`src/tcpt_pkg.sv`:
```
package tcpt_pkg;

   // Default parameter values.
   localparam int COORD_BITS_DEF = 11;
   localparam int FRAC_BITS_DEF  = 16;

   // Configuration register widths.
   localparam int KIND_W = 2;
   localparam int AMP_W  = 11;
   localparam int DIV_W  = 10;
   localparam int TOL_W  = 10;
   localparam int CSR_W  = 11;
   localparam int CSR_IDX_W = 2;

   // Configuration register indexes.
   typedef enum logic [CSR_IDX_W-1:0] {
      REG_KIND   = 2'd0,
      REG_AMP    = 2'd1,
      REG_DIV    = 2'd2,
      REG_TOL    = 2'd3
   } csr_index_type;

   // Curve selection codes.
   typedef enum logic [KIND_W-1:0] {
      KIND_SINE    = 2'd0,
      KIND_COSINE  = 2'd1,
      KIND_TANGENT = 2'd2,
      KIND_NONE    = 2'd3
   } curve_kind_type;

   // Q32 constants.
   localparam logic [35:0] Q32_TWO_PI  = 36'd26986075409;
   localparam logic [35:0] Q32_PI      = 36'd13493037705;
   localparam logic [35:0] Q32_HALF_PI = 36'd6746518852;
   localparam logic [35:0] Q32_GAIN    = 36'd2608131496;

   // Round a Q32 constant into Q.frac.
   function automatic longint from_q32(input logic [35:0] v, input int frac);
      longint s;
      s = 32 - frac;
      return longint'((v + (36'd1 << (s - 1))) >> s);
   endfunction

   // Arctangent table entry i in Q.frac.
   function automatic longint atan_entry(input int i, input int frac);
      logic [35:0] v;
      case (i)
         0: v = 36'd3373259426;
         1: v = 36'd1991351318;
         2: v = 36'd1052175346;
         3: v = 36'd534100635;
         4: v = 36'd268086748;
         5: v = 36'd134174063;
         6: v = 36'd67103404;
         7: v = 36'd33553749;
         8: v = 36'd16777131;
         9: v = 36'd8388597;
         10: v = 36'd4194303;
         default: v = 36'd1 << (32 - i);
      endcase
      return from_q32(v, frac);
   endfunction

endpackage

```
`src/tcpt_angle.sv`:
```
// Angle generation and reduction: theta = round(|x| * 2^F / B), sign, mod 2*pi,
// fold into [-pi/2, pi/2]. The division is a restoring divider pipelined one
// quotient bit per stage.
module tcpt_angle #(
   parameter int COORD_BITS = tcpt_pkg::COORD_BITS_DEF,
   parameter int FRAC_BITS  = tcpt_pkg::FRAC_BITS_DEF
) (
   input  logic                                clock,
   input  logic                                reset,
   input  logic                                in_valid,
   input  logic signed [COORD_BITS-1:0]        x_in,
   input  logic signed [COORD_BITS-1:0]        y_in,
   input  logic [tcpt_pkg::DIV_W-1:0]          div_in,
   output logic                                out_valid,
   output logic signed [FRAC_BITS+3:0]         theta_out,
   output logic                                flip_out,
   output logic signed [COORD_BITS-1:0]        y_out
);
   import tcpt_pkg::*;

   // Dividend |x| << F plus B/2; quotient bits needed.
   localparam int NUM_W = COORD_BITS + FRAC_BITS + 1;
   localparam int Q_W   = NUM_W;
   localparam int TH_W  = FRAC_BITS + 4;
   localparam int WIDE  = Q_W + 1;
   localparam longint TWO_PI  = from_q32(Q32_TWO_PI, FRAC_BITS);
   localparam longint PI      = from_q32(Q32_PI, FRAC_BITS);
   localparam longint HALF_PI = from_q32(Q32_HALF_PI, FRAC_BITS);
   // Quotient max below 2^(COORD_BITS-1+F+1); reduce by binary multiples of 2*pi.
   localparam int RED_STEPS = COORD_BITS + 2;

   // Stage 0: form dividend.
   logic               v0_ff;
   logic [NUM_W-1:0]   num0_ff;
   logic [DIV_W-1:0]   b0_ff;
   logic               neg0_ff;
   logic signed [COORD_BITS-1:0] y0_ff;
   logic [COORD_BITS-1:0] mag_in;
   logic [DIV_W-1:0]   b_in;

   always_comb begin
      mag_in = x_in[COORD_BITS-1] ? COORD_BITS'(-x_in) : COORD_BITS'(x_in);
      b_in = (div_in == '0) ? DIV_W'(1) : div_in;
   end

   always_ff @(posedge clock) begin
      if (reset) begin
         v0_ff <= 1'b0;
      end else begin
         v0_ff <= in_valid;
      end
      num0_ff <= (NUM_W'(mag_in) << FRAC_BITS) + NUM_W'(b_in >> 1);
      b0_ff   <= b_in;
      neg0_ff <= x_in[COORD_BITS-1];
      y0_ff   <= y_in;
   end

   // Divider pipeline, one quotient bit per stage.
   logic               dv_ff  [Q_W+1];
   logic [WIDE-1:0]    rem_ff [Q_W+1];
   logic [NUM_W-1:0]   nr_ff  [Q_W+1];
   logic [Q_W-1:0]     quo_ff [Q_W+1];
   logic [DIV_W-1:0]   db_ff  [Q_W+1];
   logic               dn_ff  [Q_W+1];
   logic signed [COORD_BITS-1:0] dy_ff [Q_W+1];

   always_comb begin
      dv_ff[0]  = v0_ff;
      rem_ff[0] = '0;
      nr_ff[0]  = num0_ff;
      quo_ff[0] = '0;
      db_ff[0]  = b0_ff;
      dn_ff[0]  = neg0_ff;
      dy_ff[0]  = y0_ff;
   end

   for (genvar k = 0; k < Q_W; k++) begin : g_div
      logic [WIDE-1:0] trial_in;
      logic            ge_in;
      always_comb begin
         trial_in = {rem_ff[k][WIDE-2:0], nr_ff[k][NUM_W-1]};
         ge_in = trial_in >= WIDE'(db_ff[k]);
      end
      always_ff @(posedge clock) begin
         if (reset) begin
            dv_ff[k+1] <= 1'b0;
         end else begin
            dv_ff[k+1] <= dv_ff[k];
         end
         rem_ff[k+1] <= ge_in ? trial_in - WIDE'(db_ff[k]) : trial_in;
         nr_ff[k+1]  <= {nr_ff[k][NUM_W-2:0], 1'b0};
         quo_ff[k+1] <= {quo_ff[k][Q_W-2:0], ge_in};
         db_ff[k+1]  <= db_ff[k];
         dn_ff[k+1]  <= dn_ff[k];
         dy_ff[k+1]  <= dy_ff[k];
      end
   end

   // Reduction of the magnitude modulo 2*pi: subtract 2*pi*2^j where possible.
   localparam int RW = Q_W + 1;
   logic               rv_ff [RED_STEPS+1];
   logic [RW-1:0]      rm_ff [RED_STEPS+1];
   logic               rn_ff [RED_STEPS+1];
   logic signed [COORD_BITS-1:0] ry_ff [RED_STEPS+1];

   always_comb begin
      rv_ff[0] = dv_ff[Q_W];
      rm_ff[0] = RW'(quo_ff[Q_W]);
      rn_ff[0] = dn_ff[Q_W];
      ry_ff[0] = dy_ff[Q_W];
   end

   for (genvar j = 0; j < RED_STEPS; j++) begin : g_red
      localparam longint STEP = TWO_PI << (RED_STEPS - 1 - j);
      logic [RW+RED_STEPS:0] m_in;
      always_comb begin
         m_in = (RW+RED_STEPS+1)'(rm_ff[j]);
      end
      always_ff @(posedge clock) begin
         if (reset) begin
            rv_ff[j+1] <= 1'b0;
         end else begin
            rv_ff[j+1] <= rv_ff[j];
         end
         rm_ff[j+1] <= (m_in >= (RW+RED_STEPS+1)'(STEP))
                       ? RW'(m_in - (RW+RED_STEPS+1)'(STEP)) : rm_ff[j];
         rn_ff[j+1] <= rn_ff[j];
         ry_ff[j+1] <= ry_ff[j];
      end
   end

   // Sign, wrap to [-pi, pi), fold into [-pi/2, pi/2].
   logic signed [TH_W:0] t1_in, t2_in, t3_in;
   logic                 fl_in;
   always_comb begin
      t1_in = $signed((TH_W+1)'(rm_ff[RED_STEPS]));
      if (rn_ff[RED_STEPS] && t1_in != 0) begin
         t1_in = (TH_W+1)'(TWO_PI) - t1_in;
      end
      t2_in = (t1_in >= (TH_W+1)'(PI)) ? t1_in - (TH_W+1)'(TWO_PI) : t1_in;
      fl_in = 1'b0;
      t3_in = t2_in;
      if (t2_in > $signed((TH_W+1)'(HALF_PI))) begin
         t3_in = t2_in - (TH_W+1)'(PI);
         fl_in = 1'b1;
      end else if (t2_in < -$signed((TH_W+1)'(HALF_PI))) begin
         t3_in = t2_in + (TH_W+1)'(PI);
         fl_in = 1'b1;
      end
   end

   logic out_valid_ff;
   always_ff @(posedge clock) begin
      if (reset) begin
         out_valid_ff <= 1'b0;
      end else begin
         out_valid_ff <= rv_ff[RED_STEPS];
      end
      theta_out <= TH_W'(t3_in);
      flip_out  <= fl_in;
      y_out     <= ry_ff[RED_STEPS];
   end
   assign out_valid = out_valid_ff;

endmodule

```
`config.mk`:
```
export PLATFORM = sky130hd
export DESIGN_NAME = tcpt_angle
export DESIGN_NICKNAME = d
export VERILOG_FILES = /design/src/tcpt_pkg.sv /design/src/tcpt_angle.sv
export SDC_FILE = /design/constraint.sdc
export NUM_CORES = 2
export LEC_CHECK = 0
export BUFFER_PORTS_ARGS = -buffer_cell sky130_fd_sc_hd__buf_2
export CORE_MARGIN = 2
export CORE_UTILIZATION = 62
export DETAILED_ROUTE_END_ITERATION = 10
export GPL_TIMING_DRIVEN = 1
export PLACE_DENSITY = 0.83
export SLEW_MARGIN = 40
export SYNTH_ARGS = -nofsm -noshare
export SYNTH_HDL_FRONTEND = slang
export SYNTH_SLANG_ARGS = --single-unit
```
`constraint.sdc`:
```
create_clock -name clock -period 6.4 [get_ports clock]
set_input_delay 1.28 -clock clock [delete_from_list [all_inputs] [get_ports clock]]
set_output_delay 1.28 -clock clock [all_outputs]
set_load 0.02 [all_outputs]
```
==> summary.txt <==
Die
  – Num ports: 68
  – Core box area: 129,000 um^2
  – # rows: around 130
  – Die area: between 100,000 and 150,000 um^2
  – Die height: 365 um
  – Initial Utilization: 0.623
  – Overall die width: 365 um

Routing
  – Total wire length: approximately 150,000 um
  – WL per Instance: ~16 um
  – Vias: 51,700
  – Pre-antenna DRT Iters: 6
  – Starting DRT DRC Count: 3,320
  – Routed vias/inst: 5.31
  – Antenna-violating nets left: 0
  – Residual DRC: 0

Timing
  – Setup TNS: 0 ps
  – Relative slew slack: 0.437
  – Fin crit share: 0.824
  – Max Slew Vio Count: 0
  – Final hold vios: 0
  – Slew @ Worst Pin: between 800 and 900 ps
  – Clock skew: 69.3 ps
  – Final min period: roughly 5300 ps
  – Maximum clock rate: about 190 MHz
  – Setup violations, final: 0
  – Unrepaired setup endpoints after global routing: no

Setup path
  – Reg-to-reg slack, setup: approximately 1100 ps
  – R2r endpoint: theta_out[19]$_DFF_P_
  – CP startpoint: rm_ff[0]$_DFF_P_
  – End of the critical path: theta_out[19]$_DFF_P_
  – Critical path data required time: 7100 ps
  – Kind of critical path: flip-flop to flip-flop
  – Critical path arrival: 5970 ps
  – Worst setup EP type: flip-flop
  – Worst reg-to-reg path cell count: 17
  – CP max FO: 9
  – CP Launch Type: flip-flop
  – Critical R2R Launch: rm_ff[0]$_DFF_P_

Global routing
  – Initial antenna violation count: 0
  – Congestion Overflow GR: 0
  – Largest net degree at the start of global routing: 44
  – First-pass GRT wire length: 250,000 um
  – Vias in the first global route: around 52,000
  – Total GRT Usage: 0.228

Synth
  – Avg Cell Area, Syn: 10.6 um^2
  – Cell taking the most area after synthesis: dfxtp_1
  – Ranking of synthesized cells by area: dfxtp_1 61%, ha_1 4.5%, xnor2_1 4.4%
  – Syn_nets: 7,975
  – Yosys warns: 0
  – Synth Flop Type: dfxtp_1
  – Asr flop ratio synth: 0
  – Cells after synthesis: 7,626
  – Top post-synthesis cells by count: 2,445 x dfxtp_1, 623 x nor2_1, 584 x inv_1, 467 x nand2_1, 414 x a21oi_1
  – Synthesized area: between 80,000 and 90,000 um^2
  – Synth unique cells: roughly 110
  – Post-synth EDFFs: 0
  – Flops & latches, synth: 2,445
  – Sequential element share of the synthesized area: 0.607
  – Top cell type's share of synthesized area: 0.607
  – Most frequent cell after synthesis: dfxtp_1

Placement
  – Cells after DPL: 9,320
  – Gp weighted congestion: 0.889
  – I/O Buffers: between 60 and 70
  – HPWL Detailed: 103,000 um

Clock tree
  – TritonCTS clock tree: yes
  – # hold bufs at CTS: 0
  – CTS root buf: clkbuf_16
  – PostCTS Resize Cnt: 0
  – H-tree depth: 4
  – Postcts setup bufs: 0
  – Clk_lat worst skew: roughly 850 ps
  – Clk buf depth: 3
  – Sink Count: 2,445
  – Cts bufs inserted: between 200 and 250
  – Clock-pin slew on the worst setup and hold paths: 70 ps

Layout
  – Final std cells w/o fill: 9,730
  – Final nets: 8,154
  – Layout cells sized above 1: 0.0698
  – Synth-to-layout area growth: 12.1%
  – # fillers: roughly 8,800

Pwr
  – Pleak: 38.8 nW
  – Power density over the cells: 510 nW/um^2
  – Worst vdd ir: 0.000384 V
  – Total Power: 46.1 mW

Job
  – Maxcap violations: 0

Run status
  – Status: complete, no violations

Min path
  – Worst Hold Class: flip-flop to flip-flop
## worst min-delay path by stage
stage                             startpoint                  to  slack (ps)  cells after the start
after floorplan             dn_ff[1]$_DFF_P_    dn_ff[0]$_DFF_P_         310                      0
after global placement     ry_ff[60]$_DFF_P_   ry_ff[49]$_DFF_P_         310                      0
after detailed placement  nr_ff[720]$_DFF_P_  nr_ff[693]$_DFF_P_         310                      0
after CTS                 dy_ff[292]$_DFF_P_  dy_ff[281]$_DFF_P_         310                      0
after global routing      dy_ff[275]$_DFF_P_  dy_ff[264]$_DFF_P_         320                      0
final                     dy_ff[275]$_DFF_P_  dy_ff[264]$_DFF_P_         300                      0
## power by group
group          leakage [nW]  switching [mW]  internal (mW)  total [mW]
Combinational          14.8            6.53           5.24        11.8
Sequential             20.4            2.57           18.5        21.1
Clock                  3.64            5.57           7.63        13.2
Total                  38.8            14.7           31.4        46.1
## critical path, cell delays in order, from the launching register on
cell	delay, ps
dfxtp_1	410
inv_1	160
ha_1	150
nor4b_1	470
nand4_2	320
o21a_1	370
buf_4	220
a31oi_2	330
a2111oi_1	120
and3_1	200
o21ai_0	620
o221ai_1	440
a41oi_2	380
o21bai_2	120
a21oi_1	230
nand2_1	150
mux2i_1	160
o32ai_1	260
## per-stage QoR
stage	utilization	instance area (um^2)	setup slack (ps)	hold slack [ps]
finish	0.698	90300	1120	300
floorplan	-	80600	1820	310
detailed placement	0.640	82700	1190	312
global placement	0.640	82700	1110	309
global route	0.698	90300	707	315
CTS	0.697	90200	1080	305
## layer usage
metal	track usage	wire, um	vias up
met2	0.418	77200	1182
met5	0	0	-
met1	0.263	63100	24400
met4	0.0928	5040	0
li1	-	-	25700
met3	0.0373	5910	343
## sequential cells by signal (all words and copies together), names as in the netlist, 20 cells and up
register	count
nr_ff	73
rm_ff	21
dv_ff	28
db_ff	251
dy_ff	308
g_div.trial_in	749
ry_ff	143
quo_ff	378
theta_out	20
dn_ff	28
g_red.m_in	373
## cell type report
class	instances	area (um^2)	area share
Sequential cell	2445	48900	0.542
Multi-Input combinational cell	4465	29000	0.321
Clock buffer	295	6040	0.0669
Inverter	585	2200	0.0243
Tap cell	1742	2180	0.0241
Clock inverter	100	1380	0.0153
Timing Repair Buffer	94	542	0.00600
Antenna cell	4	10.0	0.000111
## cells in the final DEF, fill, tap and decap left out, drive strengths merged, types with 19 or more instances in the layout
master / Yosys / routed
or4: 49 / 49
clkbuf: 113 / 295
a21oi: 417 / 417
nand4b: 20 / 20
nor3: 187 / 187
bufinv: 0 / 24
or3: 106 / 106
nand3b: 30 / 30
and3: 42 / 42
o21a: 19 / 19
xnor2: 405 / 405
or2: 40 / 40
o21ai: 284 / 284
and2: 35 / 35
nor2: 624 / 624
o31ai: 43 / 43
nand4: 92 / 92
nor2b: 100 / 100
dfxtp: 2445 / 2445
a21o: 58 / 58
xor2: 357 / 357
inv: 584 / 592
buf: 18 / 94
clkinv: 1 / 60
fa: 26 / 26
nand2b: 189 / 189
a21boi: 28 / 28
o21bai: 23 / 23
nor4: 139 / 139
nand3: 205 / 205
nand2: 467 / 467
ha: 288 / 288
## cell families (layout without fill, tap and decap cells)
kind of cell | count (synthesis) | after routing | share of synthesized area
and+or+nand+nor | 2383 | 2383 | 0.149
buffers and inverters | 716 | 1074 | 0.0336
DFF | 2445 | 2445 | 0.607
xor gates and xnor gates | 762 | 762 | 0.0831
other | 0 | 4 | 0
adders and majority gates | 314 | 314 | 0.0512
AOI/OAI and AO/OA | 988 | 988 | 0.0730
muxes | 18 | 18 | 0.00261
No activity file was read; power rests on OpenSTA's default activity.
